--- config.mk ---
export PLATFORM = sky130hd
export DESIGN_NAME = ndem_score
export DESIGN_NICKNAME = d
export VERILOG_FILES = /design/src/rtl/ndem_pkg.sv /design/src/rtl/ndem_score.sv
export SDC_FILE = /design/constraint.sdc
export NUM_CORES = 1
export LEC_CHECK = 0
export BUFFER_PORTS_ARGS = -buffer_cell sky130_fd_sc_hd__buf_2
export CORE_ASPECT_RATIO = 1.5
export CORE_MARGIN = 2
export CORE_UTILIZATION = 60
export CTS_BUF_LIST = sky130_fd_sc_hd__clkbuf_2 sky130_fd_sc_hd__clkbuf_4 sky130_fd_sc_hd__clkbuf_8
export CTS_CLUSTER_DIAMETER = 80
export DETAILED_ROUTE_END_ITERATION = 7
export GPL_TIMING_DRIVEN = 0
export MAX_ROUTING_LAYER = met4
export PLACE_DENSITY_LB_ADDON = 0.1
export SLEW_MARGIN = 20
export SYNTH_ARGS = -nofsm -noshare
export SYNTH_HDL_FRONTEND = slang
export SYNTH_SLANG_ARGS = --single-unit
--- constraint.sdc ---
create_clock -name clock -period 15.9 [get_ports clock]
set_input_delay 1.59 -clock clock [delete_from_list [all_inputs] [get_ports clock]]
set_output_delay 1.59 -clock clock [all_outputs]
set_load 0.03 [all_outputs]
--- src/rtl/ndem_pkg.sv ---
// ndem_pkg: shared types and constants of the neighbour difference edge map
// covers pixel and window types, border flags, state encodings and register codes
// no dependencies
package ndem_pkg;

   localparam int unsigned CHAN_BITS  = 8;
   localparam int unsigned PIX_BITS   = 3 * CHAN_BITS;
   localparam int unsigned FW_BITS    = 11;
   localparam int unsigned FH_BITS    = 12;
   localparam int unsigned CSR_BITS   = 12;
   localparam int unsigned WIN_TAPS   = 9;
   localparam int unsigned CENTER_TAP = 4;

   // per-neighbor sum of three channel differences, then the sum over eight
   localparam int unsigned NSUM_BITS  = 10;
   localparam int unsigned TOTAL_BITS = 13;
   localparam int unsigned CNT_BITS   = 4;
   localparam int unsigned DVSR_BITS  = 5;
   localparam int unsigned DIV_STEPS  = TOTAL_BITS;
   localparam int unsigned STEP_BITS  = $clog2(DIV_STEPS);

   localparam logic [FW_BITS-1:0] FW_RESET = 11'd640;
   localparam logic [FH_BITS-1:0] FH_RESET = 12'd480;

   // register indexes on the csr port
   localparam logic REG_FRAME_WIDTH  = 1'b0;
   localparam logic REG_FRAME_HEIGHT = 1'b1;

   // request kinds
   localparam logic KIND_PIXEL = 1'b0;
   localparam logic KIND_DRAIN = 1'b1;

   typedef logic [PIX_BITS-1:0] pixel_type;
   typedef pixel_type [WIN_TAPS-1:0] window_type;

   typedef struct packed {
      logic at_top;
      logic at_bottom;
      logic at_left;
      logic at_right;
   } border_type;

   typedef enum logic [1:0] {
      ST_IDLE,
      ST_READ,
      ST_SCORE
   } top_state_type;

   typedef enum logic [2:0] {
      SC_IDLE,
      SC_NSUM,
      SC_TOTAL,
      SC_DIV,
      SC_DONE
   } score_state_type;

endpackage

--- src/rtl/ndem_score.sv ---
// ndem_score: masked neighbor difference sum and serial divide for one window
// depends on ndem_pkg; window and border inputs must hold until the result is taken
module ndem_score (
   input  logic                          clock,
   input  logic                          reset,
   input  logic                          start,
   input  ndem_pkg::window_type          win,
   input  ndem_pkg::border_type          border,
   output logic                          res_valid,
   input  logic                          res_take,
   output logic [ndem_pkg::CHAN_BITS-1:0] res_edge
);

   localparam int unsigned CB = ndem_pkg::CHAN_BITS;
   localparam int unsigned NB = ndem_pkg::NSUM_BITS;
   localparam int unsigned TB = ndem_pkg::TOTAL_BITS;
   localparam int unsigned KB = ndem_pkg::CNT_BITS;
   localparam int unsigned DB = ndem_pkg::DVSR_BITS;
   localparam int unsigned SB = ndem_pkg::STEP_BITS;
   localparam int unsigned NT = ndem_pkg::WIN_TAPS;

   function automatic logic [CB-1:0] chan_diff(input logic [CB-1:0] a, input logic [CB-1:0] b);
      return (a > b) ? a - b : b - a;
   endfunction

   ndem_pkg::score_state_type state_ff, state_in;
   logic [NB-1:0] nsum_ff [NT];
   logic [NB-1:0] nsum_in [NT];
   logic [KB-1:0] cnt_ff, cnt_in;
   logic [TB-1:0] dvd_ff, dvd_in;
   logic [DB-1:0] div_ff, div_in;
   logic [DB-1:0] rem_ff, rem_in;
   logic [SB-1:0] step_ff, step_in;
   logic          zero_ff, zero_in;

   logic [NB-1:0] nb_sum [NT];
   logic [NT-1:0] nb_ok;
   logic [TB-1:0] total;
   logic [DB:0]   trial;
   logic          fits;

   // one tap of the 3x3 window per neighbor, masked where it falls outside the frame
   for (genvar k = 0; k < NT; k++) begin : gen_nb
      localparam int R = k / 3;
      localparam int C = k % 3;
      localparam logic [CB-1:0] ZB = '0;
      ndem_pkg::pixel_type nb;
      ndem_pkg::pixel_type ctr;
      assign nb  = win[k];
      assign ctr = win[ndem_pkg::CENTER_TAP];
      assign nb_sum[k] = NB'(chan_diff(nb[23:16], ctr[23:16]))
                       + NB'(chan_diff(nb[15:8], ctr[15:8]))
                       + NB'(chan_diff(nb[7:0], ctr[7:0]))
                       + NB'(ZB);
      assign nb_ok[k] = (k != ndem_pkg::CENTER_TAP)
                        && !((R == 0) && border.at_top)
                        && !((R == 2) && border.at_bottom)
                        && !((C == 0) && border.at_left)
                        && !((C == 2) && border.at_right);
   end

   always_comb begin
      total = '0;
      for (int i = 0; i < NT; i++) begin
         total = total + TB'(nsum_ff[i]);
      end
   end

   assign trial = {rem_ff, dvd_ff[TB-1]};
   assign fits  = (trial >= {1'b0, div_ff});

   always_comb begin
      state_in = state_ff;
      nsum_in  = nsum_ff;
      cnt_in   = cnt_ff;
      dvd_in   = dvd_ff;
      div_in   = div_ff;
      rem_in   = rem_ff;
      step_in  = step_ff;
      zero_in  = zero_ff;
      unique case (state_ff)
         ndem_pkg::SC_IDLE: begin
            if (start) begin
               state_in = ndem_pkg::SC_NSUM;
            end
         end
         ndem_pkg::SC_NSUM: begin
            for (int i = 0; i < NT; i++) begin
               nsum_in[i] = nb_ok[i] ? nb_sum[i] : '0;
            end
            cnt_in   = KB'($countones(nb_ok));
            state_in = ndem_pkg::SC_TOTAL;
         end
         ndem_pkg::SC_TOTAL: begin
            // (sum / 3) / count equals sum / (3 * count)
            dvd_in   = total;
            div_in   = DB'({cnt_ff, 1'b0}) + DB'(cnt_ff);
            zero_in  = (cnt_ff == '0);
            rem_in   = '0;
            step_in  = '0;
            state_in = ndem_pkg::SC_DIV;
         end
         ndem_pkg::SC_DIV: begin
            rem_in  = fits ? DB'(trial - {1'b0, div_ff}) : DB'(trial);
            dvd_in  = {dvd_ff[TB-2:0], fits};
            step_in = step_ff + SB'(1);
            if (step_ff == SB'(ndem_pkg::DIV_STEPS - 1)) begin
               state_in = ndem_pkg::SC_DONE;
            end
         end
         ndem_pkg::SC_DONE: begin
            if (res_take) begin
               state_in = ndem_pkg::SC_IDLE;
            end
         end
         default: begin
            state_in = ndem_pkg::SC_IDLE;
         end
      endcase
   end

   always_ff @(posedge clock) begin
      if (reset) begin
         state_ff <= ndem_pkg::SC_IDLE;
      end else begin
         state_ff <= state_in;
      end
      nsum_ff <= nsum_in;
      cnt_ff  <= cnt_in;
      dvd_ff  <= dvd_in;
      div_ff  <= div_in;
      rem_ff  <= rem_in;
      step_ff <= step_in;
      zero_ff <= zero_in;
   end

   assign res_valid = (state_ff == ndem_pkg::SC_DONE);
   // a lone pixel has no neighbors and scores zero
   assign res_edge  = zero_ff ? '0 : dvd_ff[CB-1:0];

endmodule

==> results of run 1 <==
[worst max path at each step]
stage | endpoint | slack, ns
3_5_place_dp | nsum_ff[17]$_SDFFCE_PP0P_ | 8.71
4_1_cts | nsum_ff[17]$_SDFFCE_PP0P_ | 9.15
5_1_grt | nsum_ff[67]$_SDFFCE_PN0P_ | 8.82
6_report | nsum_ff[7]$_SDFFCE_PN0P_ | 9.18
3_3_place_gp | nsum_ff[22]$_SDFFCE_PN0P_ | 6.25
2_1_floorplan | cnt_ff[0]$_DFFE_PP_ | 8.69
[registers in the layout, indices dropped and copies added, names as in the netlist]
signal and cells:
nsum_ff 80, state_ff 3, rem_ff 5, step_ff 4, div_ff 5, cnt_ff 4
zero_ff 1, dvd_ff 13
[area by class of cell]
type | instances | area (sq um) | share of cell area
Timing Repair Buffer | 240 | 1235 | 0.04509
Buffer | 32 | 147.6 | 0.005391
Clock inverter | 12 | 141.4 | 0.005162
Tap cell | 558 | 698.2 | 0.02549
Multi-Input combinational cell | 2175 | 19260 | 0.7031
Inverter | 587 | 2203 | 0.08045
Sequential cell | 115 | 3423 | 0.1250
Antenna cell | 17 | 42.54 | 0.001553
Clock buffer | 18 | 241.5 | 0.008817
[cells by family (layout without fill, tap and decap cells)]
group | Yosys count | in the layout | synth area share
buffers and inverters | 619 | 889 | 0.09397
adder cells (fa/ha/maj) | 628 | 628 | 0.3693
other | 0 | 17 | 0
flip-flops | 115 | 115 | 0.1368
multiplexers | 166 | 166 | 0.06677
AND/OR/NAND/NOR | 453 | 453 | 0.08482
XOR/XNOR | 180 | 180 | 0.06302
AO/OA/AOI/OAI | 748 | 748 | 0.1853
[stage by stage]
stage	power [mW]	std cells
after floorplan	3.429	2909
after global placement	4.118	3698
after detailed placement	4.234	3707
after CTS	4.537	3737
after global routing	5.095	3753
final	4.558	3754
[layer usage]
layer	global-route usage	up-vias	share of wire
met5	-	-	0
met3	0.04968	216	0.060
met4	0.1817	0	0.058
met2	0.6333	707	0.49
met1	0.4203	10370	0.39
li1	-	10270	-
[cells in the mapped netlist (53+ instances only)]
master	count	area, sq um
nor2_1	135	506.7
o21bai_1	53	397.9
nor3_1	70	350.3
a21oi_1	316	1582
nand2_1	118	442.9
mux2i_1	162	1622
xor2_1	68	595.6
o21ai_0	153	765.7
nor2b_1	57	356.6
fa_1	184	3684
inv_1	587	2203
edfxtp_1	112	3363
ha_1	444	5555
xnor2_1	112	980.9
[power by group through the flow]
| stage | sequential (mW) | clock, mW | combinational [mW] |
|---|---|---|---|
| 2_1_floorplan | 0.605 | 0 | 2.82 |
| 3_3_place_gp | 0.622 | 0 | 3.50 |
| 3_5_place_dp | 0.614 | 0 | 3.62 |
| 4_1_cts | 0.608 | 0.273 | 3.66 |
| 5_1_grt | 0.614 | 0.285 | 4.20 |
| 6_report | 0.608 | 0.270 | 3.68 |
[worst max-delay path, stage by stage]
cell      delay [ns]
buf_2           0.45
inv_1           0.61
fa_1            0.62
a21o_1          0.18
a21oi_1         0.29
o21ai_0         0.16
o211ai_2        0.22
mux2i_1         0.60
fa_1            0.52
inv_1           0.07
ha_1            0.16
inv_1           0.06
fa_1            0.43
nor2b_1         0.16
o21ai_0         0.11
a21boi_0        0.27
o21a_1          0.18
o21a_1          0.15
nor3_1          0.05
==> run metrics, run 1 <==
status=finished, final reports clean; Hold EP=div_ff[0]$_DFFE_PP_; cts bufs inserted=17; root buffer cell=clkbuf_8; fin area=27390 sq um; H-tree depth=4; DRC violations left=0; port bufs=231; Synth Net Count=3761; Sw Ratio=0.4981; Critical Path AT=6.90 ns; Psw=2.270 mW; later-pin clock latency in the skew report=0.44 ns; EDFF count, synth=112; Critical R2R Launch=nsum_ff[2]$_SDFFCE_PN0P_; Slew @ Worst Pin=around 1.1 ns; hold violation total from the final report=0; clk buf depth=2; Placed Area=26960 sq um; pwr/cell area=166.4 nW/um^2; synth unique cells=56; internal power=2.288 mW; Worst-path clk slew=approximately 0.070 ns; Critical Path Sink Type=register; Util after Layout=0.6663; HPWL after detailed placement=between 60000 and 70000 um; number of I/O pins=233; routed vias/inst=5.743; CTS sink count=115; clock network fraction of total power=0.059; Post-synth top flop=edfxtp_1; CP Launch Point=win[113]; initial antenna violation count=16; average routed wire per standard cell=20.75 um; initial core utilization=0.6087; CTS tree=yes; fillers=about 3500; core region area=41100 sq um; hold buffer count at cts=0; hold_sp=cnt_ff[0]$_DFFE_PP_; synth warn=0; Post-Route WL=77880 um; antenna-violating nets left=0; pin count of the biggest net entering global routing=27; Tmin final=6.725 ns; layout cells sized above 1=0.1025; Worst Slack Setup Final=9.176 ns; Reg2Reg Depth=16; 1st-pass router iterations=5; vias in the first global route=21870; first-pass GRT wire length=116700 um; Peak VDD IR=280.6 uV; Setup TNS=0 ns; synthesized area=25020 sq um; Leakage=13.88 nW; Worst slew margin=0.2899; commonest non-fill, non-tap cell in the layout=inv_1; required time worst endpoint=16.07 ns; commonest cells after routing, fill and taps aside=585 x inv_1, 444 x ha_1, 316 x a21oi_1, 245 x buf_2, 184 x fa_1; FFs w/ async S/R, synth=0; via count=21560; hold path depth=0; mean post-synth cell area=around 8.6 sq um; Max Cap Viol=0; power share of the sequential group=0.133; post-cts resize count=0; type of the worst setup path=in -> reg; GRT overflow=0; Mapped Cells=slightly below 3000; Layout area overhead=9.477%; DIE HEIGHT=254.1 um; Worst R2R End=dvd_ff[8]$_DFFE_PP_; worst min-delay path category=reg -> reg; Fin Hold WS=between 0.5 and 0.6 ns; Rows=around 90; postcts setup bufs=0; Max Slew Vio Count=0; fin crit share=0.4229; #FFs+latches synth=115; unrepaired setup endpoints after global routing=false; fin nets=4020; crit start category=input pin; Crit Path Max Fanout=17; gr usage total=0.3684; Seq/Total Area, Yosys=0.1368; Fmax=148.7 MHz; initial drt markers=1438; die area=~43000 sq um; Logic pwr share=0.807; Setup WS pre-CTS=8.713 ns; Die W=approximately 170 um; Setup Viol. Count Final=0; R2R Setup Slk=11.19 ns; Max Clock Skew=0.01226 ns; GPL Wtd Cong=0.9833
Power figures use the tool's default switching activity.
==> run 2, diff against run 1 <==
- CORE_UTILIZATION: 60 -> 57
- clock period: 15.9 -> 6.18 ns (I/O delays scaled with it)
==> run 2 against run 1 <==
Effect of this change:
- power grew to 2.6 times the previous value
- cell count grew 0.43%
- sequential cell count is the same
- clock power grew to 2.7 times the previous value
- critical path type unchanged
- sequential power grew to 2.6 times the previous value
- critical endpoint is now nsum_ff[78]$_SDFFCE_PP0P_
- setup slack lost 8.8 ns
- register-to-register slack lost 9.7 ns
- core utilization shrank 3.7 points
- first-iteration DRC count shrank 20%
- combinational power grew to 2.6 times the previous value
==> run metrics, run 2 (same netlist as run 1, synthesis figures left out) <==
HPWL after detailed placement=66180 um (was 65320 um); Critical Path Sink Type=register (unchanged); register with the most flip-flops=nsum_ff (unchanged); GPL Wtd Cong=0.9801 (was 0.9833); root buffer cell=clkbuf_8 (unchanged); Tmin final=just under 6 ns; Layout area overhead=9.683% (was 9.477%); Setup Viol. Count Final=0 (unchanged); commonest cells after routing, fill and taps aside=585 x inv_1, 444 x ha_1, 316 x a21oi_1, 245 x buf_2, 184 x fa_1 (unchanged); die area=45620 sq um (was 43380 sq um); Slew @ Worst Pin=1.022 ns (was 1.064 ns); H-tree depth=4 (unchanged); worst min-delay path category=in -> reg (was reg -> reg); Max Cap Viol=0 (unchanged); crit start category=input pin (unchanged); initial antenna violation count=15 (was 16); first-pass GRT wire length=118500 um (was 116700 um); Slowest cell on crit path=inv_1 (was fa_1); Critical R2R Launch=nsum_ff[2]$_SDFFCE_PN0P_ (unchanged); Crit Path Max Fanout=17 (unchanged); type of the worst setup path=in -> reg (unchanged); status=finished, final reports clean (unchanged); hold violation total from the final report=0 (unchanged); Max Clock Skew=0.01306 ns (was 0.01226 ns); via count=21370 (was 21560); number of I/O pins=233 (unchanged); required time worst endpoint=6.37 ns (was 16.07 ns); routed length on met1=31370 um (was 30550 um); vias in the first global route=22000 (was 21870); Slowest Stage Delay on Critical Path=0.62 ns (about the same); port bufs=231 (unchanged); CTS tree=yes (unchanged); routed length on met3=4297 um (was 4644 um); later-pin clock latency in the skew report=0.45 ns (was 0.44 ns); Rows=94 (was 91); Peak VDD IR=696.0 uV (was 280.6 uV); Setup WS pre-CTS=0.02132 ns (was 8.713 ns); DIE HEIGHT=260.6 um (was 254.1 um); Fmax=about 170 MHz; Max Slew Vio Count=0 (unchanged); Leakage=13.88 nW (about the same); DRC violations left=0 (unchanged); CTS sink count=115 (unchanged); commonest non-fill, non-tap cell in the layout=inv_1 (unchanged); 1st-pass router iterations=7 (was 5); top flop regs=nsum_ff (80), dvd_ff (13) (unchanged); Setup TNS=0 ns (unchanged); antenna-violating nets left=0 (unchanged); clk buf depth=2 (unchanged); Die W=175.1 um (was 170.7 um); CP Launch Point=win[113] (unchanged); GRT overflow=0 (unchanged); pin count of the biggest net entering global routing=19 (was 27); worst path cell trace=buf_2, inv_1, fa_1, a21oi_1, nor3b_1, o31ai_1, a21oi_2, mux2i_1, xnor2_1, fa_1, inv_1, ha_1, a21o_1, a21oi_1, o21ai_0, a31oi_1, xor2_1, nor2_1 (was buf_2, inv_1, fa_1, a21o_1, a21oi_1, o21ai_0, o211ai_2, mux2i_1, fa_1, inv_1, ha_1, inv_1, fa_1, nor2b_1, o21ai_0, a21boi_0, o21a_1, o21a_1, nor3_1); routed vias/inst=5.669 (was 5.743); initial core utilization=0.5733 (was 0.6087); post-cts resize count=0 (unchanged); cts bufs inserted=17 (unchanged); fin nets=4017 (was 4020); Worst Slack Setup Final=0.4090 ns (was 9.176 ns); Critical Path AT=5.96 ns (was 6.90 ns); hold buffer count at cts=0 (unchanged); pwr/cell area=430.0 nW/um^2 (was 166.4 nW/um^2); postcts setup bufs=0 (unchanged); core region area=43630 sq um (was 41100 sq um); Worst-path clk slew=0.08 ns (was 0.07 ns); initial drt markers=1144 (was 1438); fin crit share=0.9338; gr usage total=0.3523 (was 0.3684); average routed wire per standard cell=20.71 um (was 20.75 um); layout cells sized above 1=0.1029 (was 0.1025); Top Layer Used=met4 (unchanged); unrepaired setup endpoints after global routing=false (unchanged); DR WL met2=38090 um (was 38180 um); Worst slew margin=0.3181 (was 0.2899); Final Power=11.80 mW (was 4.558 mW); Post-Route WL=78080 um (was 77880 um); max FFs per register=80 (unchanged); hold_sp=reset (was cnt_ff[0]$_DFFE_PP_)
run 2: cell count changes in the layout (fill, tap and decap cells not counted), sizes merged:
cell,change
diode,-1
clkinvlp,+2
clkinv,-1
inv,+2
buf,-3
clkbuf,-1
run 2: path summary, 6_finish.rpt:
path / end / slack (ns) / cells past startpoint
worst max-delay path: nsum_ff[78]$_SDFFCE_PP0P_ / 0.41 / 18
worst min-delay path: state_ff[0]$_SDFFE_PP0P_ / 0.36 / 2
worst min register to register: div_ff[0]$_DFFE_PP_ / 0.50 / 0
worst max register to register: dvd_ff[8]$_DFFE_PP_ / 1.49 / 16
run 2: power breakdown:
part | total, mW | internal, mW | switching [mW]
combinational | 9.51 | 4.04 | 5.46
clock | 0.734 | 0.401 | 0.333
sequential | 1.56 | 1.47 | 0.0932
run 2: metal layers:
layer	vias to the layer above	global-route usage
met3	174	0.05070
met4	0	0.1727
met1	10310	0.4011
met5	-	-
met2	627	0.6068
li1	10270	-
run 2: cell type report:
class | instances | area [sq um]
inverters | 587 | 2203
well taps | 576 | 720.7
repair buffers | 237 | 1231
flip-flops and latches | 115 | 3423
fillers | 3977 | 16190
diodes | 16 | 40.04
clock buffers | 17 | 234.0
clock inverters | 15 | 182.7
plain buffers | 32 | 147.6
multi-input cells | 2175 | 19260
run 2: metrics by stage:
stage,utilization,instances,cell area (sq um),hold slack (ns)
2_1_floorplan,-,2909,25020,0.4570
5_1_grt,0.6288,3769,27440,0.3478
6_report,0.6289,3770,27440,0.3604
3_5_place_dp,0.6184,3722,26980,0.4785
4_1_cts,0.6279,3754,27400,0.3242
3_3_place_gp,0.6165,3716,26900,0.4696
run 2: worst max-delay path, delay by kind of cell:
kind            cells  cell delay [ns]
compound gates      7             1.54
xor+xnor            2             0.82
fa+ha+maj           3             1.41
buf+inv             3             1.18
mux                 1             0.17
simple gates        2             0.18
==> run 3, diff against run 2 <==
- CORE_MARGIN: 2 -> not set
- GPL_TIMING_DRIVEN: 0 -> not set
==> run 3 against run 2 <==
Effect of this change:
- cell count is 0.69% lower
- via count up 1.2%
- critical path depth grew 1
- sequential cell count did not move
- global-route usage is 2.0 points higher
- clock-buffer cell count up 1
- sequential share of layout area is essentially flat
- critical endpoint is now nsum_ff[17]$_SDFFCE_PP0P_
==> run metrics, run 3 (same netlist as run 1, synthesis figures left out) <==
status=finished, final reports clean (unchanged); worst min-delay path category=in -> reg (unchanged); layout cells sized above 1=0.1041 (was 0.1029); H-tree depth=4 (unchanged); commonest cells after routing, fill and taps aside=587 x inv_1, 444 x ha_1, 316 x a21oi_1, 232 x buf_2, 184 x fa_1 (was 585 x inv_1, 444 x ha_1, 316 x a21oi_1, 245 x buf_2, 184 x fa_1); first-pass GRT wire length=121700 um (was 118500 um); Max Slew Vio Count=0 (unchanged); Slew @ Worst Pin=1.027 ns (was 1.022 ns); routed vias/inst=5.779 (was 5.669); Fin Hold WS=0.3377 ns (was 0.3604 ns); max FFs per register=80 (unchanged); Rows=93 (was 94); Worst Slack Setup Final=1.076 ns (was 0.4090 ns); pin count of the biggest net entering global routing=47 (was 19); initial antenna violation count=5 (was 15); Crit Path Max Fanout=9 (was 17); Setup WS pre-CTS=0.7079 ns (was 0.02132 ns); initial drt markers=1405 (was 1144); Post-Route WL=81660 um (was 78080 um); average routed wire per standard cell=21.81 um (was 20.71 um); DRC violations left=0 (unchanged); register with the most flip-flops=nsum_ff (unchanged); CTS sink count=115 (unchanged); Placed Cells=3708 (was 3722); Max Cap Viol=0 (unchanged); antenna-violating nets left=0 (unchanged); via count=21640 (was 21370); postcts setup bufs=0 (unchanged); core region area=43170 sq um (was 43630 sq um); hold buffer count at cts=0 (unchanged); Max Clock Skew=0.009768 ns (was 0.01306 ns); unrepaired setup endpoints after global routing=false (unchanged); GPL Wtd Cong=1.012 (was 0.9801); Final Power=11.95 mW (was 11.80 mW); Critical Path Sink Type=register (unchanged); crit start category=input pin (unchanged); number of I/O pins=233 (unchanged); type of the worst setup path=in -> reg (unchanged); clk buf depth=2 (unchanged); Leakage=13.90 nW (was 13.88 nW); Setup Viol. Count Final=0 (unchanged); required time worst endpoint=6.38 ns (was 6.37 ns); 1st-pass router iterations=5 (was 7); Fmax=195.9 MHz (was 173.3 MHz); gr usage total=0.3724 (was 0.3523); top flop regs=nsum_ff (80), dvd_ff (13) (unchanged); hold violation total from the final report=0 (unchanged); commonest non-fill, non-tap cell in the layout=inv_1 (unchanged); DIE HEIGHT=258.6 um (was 260.6 um); root buffer cell=clkbuf_8 (unchanged); Die W=173.1 um (was 175.1 um); fin nets=4009 (was 4017); cts bufs inserted=17 (unchanged); Worst-path clk slew=0.07 ns (was 0.08 ns); initial core utilization=0.5795 (was 0.5733); Peak VDD IR=753.3 uV (was 696.0 uV); Tmin final=5.104 ns (was 5.771 ns); Setup TNS=0 ns (unchanged); vias in the first global route=22270 (was 22000); CTS tree=yes (unchanged); Worst slew margin=0.3137 (was 0.3181); Layout area overhead=9.487% (was 9.683%); final cell count without fillers=3744 (was 3770); later-pin clock latency in the skew report=0.46 ns (was 0.45 ns); die area=44750 sq um (was 45620 sq um); GRT overflow=0 (unchanged); Critical Path AT=5.31 ns (was 5.96 ns); port bufs=232 (was 231); post-cts resize count=0 (unchanged); pwr/cell area=436.3 nW/um^2 (was 430.0 nW/um^2); HPWL after detailed placement=69830 um (was 66180 um); fin crit share=0.8259 (was 0.9338)
run 3: changes by cell type in the layout (fill, tap and decap cells not counted), sizes merged:
cell,change
clkbuf,-16
buf,+9
diode,-12
clkinvlp,-3
clkinv,+4
inv,-2
run 3: report_power, final:
group	switching [mW]	internal [mW]
sequential	0.100	1.47
combinational	5.60	4.05
clock	0.332	0.400
total	6.03	5.92
run 3: area by class of cell:
type	instances	area, sq um
Antenna cell	4	10.01
Clock buffer	18	241.5
Clock inverter	14	163.9
Fill cell	3797	15780
Inverter	587	2203
Multi-Input combinational cell	2175	19260
Sequential cell	115	3423
Tap cell	570	713.2
Timing Repair Buffer	261	1379
run 3: final timing paths:
check                           slack (ns)  depth (start not counted)                   endpoint                startpoint
worst max-delay path                  1.08                         19  nsum_ff[17]$_SDFFCE_PP0P_                  win[106]
worst min register to register        0.54                          0        div_ff[0]$_DFFE_PP_       cnt_ff[0]$_DFFE_PP_
worst max register to register        1.36                         16       dvd_ff[10]$_DFFE_PP_  nsum_ff[2]$_SDFFCE_PN0P_
worst min-delay path                  0.34                          2   state_ff[2]$_SDFFE_PP0P_                     reset
run 3: metrics by stage:
stage                     utilization  area (sq um)
after CTS                      0.6343         27380
after global routing           0.6345         27390
after floorplan                     -         25020
after global placement         0.6249         26980
final                          0.6345         27390
after detailed placement       0.6249         26980
run 3: critical path, stage by stage:
cell and delay, ns:
buf_2 0.38, inv_1 0.48, ha_1 0.50, a21oi_1 0.10, o21ai_0 0.18, a21oi_1 0.17, a211oi_4 0.44, mux2i_1 0.40
fa_1 0.47, inv_1 0.07, ha_1 0.16, inv_1 0.05, fa_1 0.38, nor2b_1 0.17, o21ai_0 0.12, a21boi_0 0.25
o21a_1 0.17, o21a_1 0.13, nor3_1 0.05
run 3: per-layer routing:
| layer | global-route usage | vias to the layer above | wire length [um] |
|---|---|---|---|
| li1 | - | 10230 | - |
| met1 | 0.4158 | 10360 | 31770 |
| met2 | 0.6332 | 808 | 39390 |
| met3 | 0.03741 | 243 | 4270 |
| met4 | 0.2473 | 0 | 6236 |
| met5 | - | - | 0 |
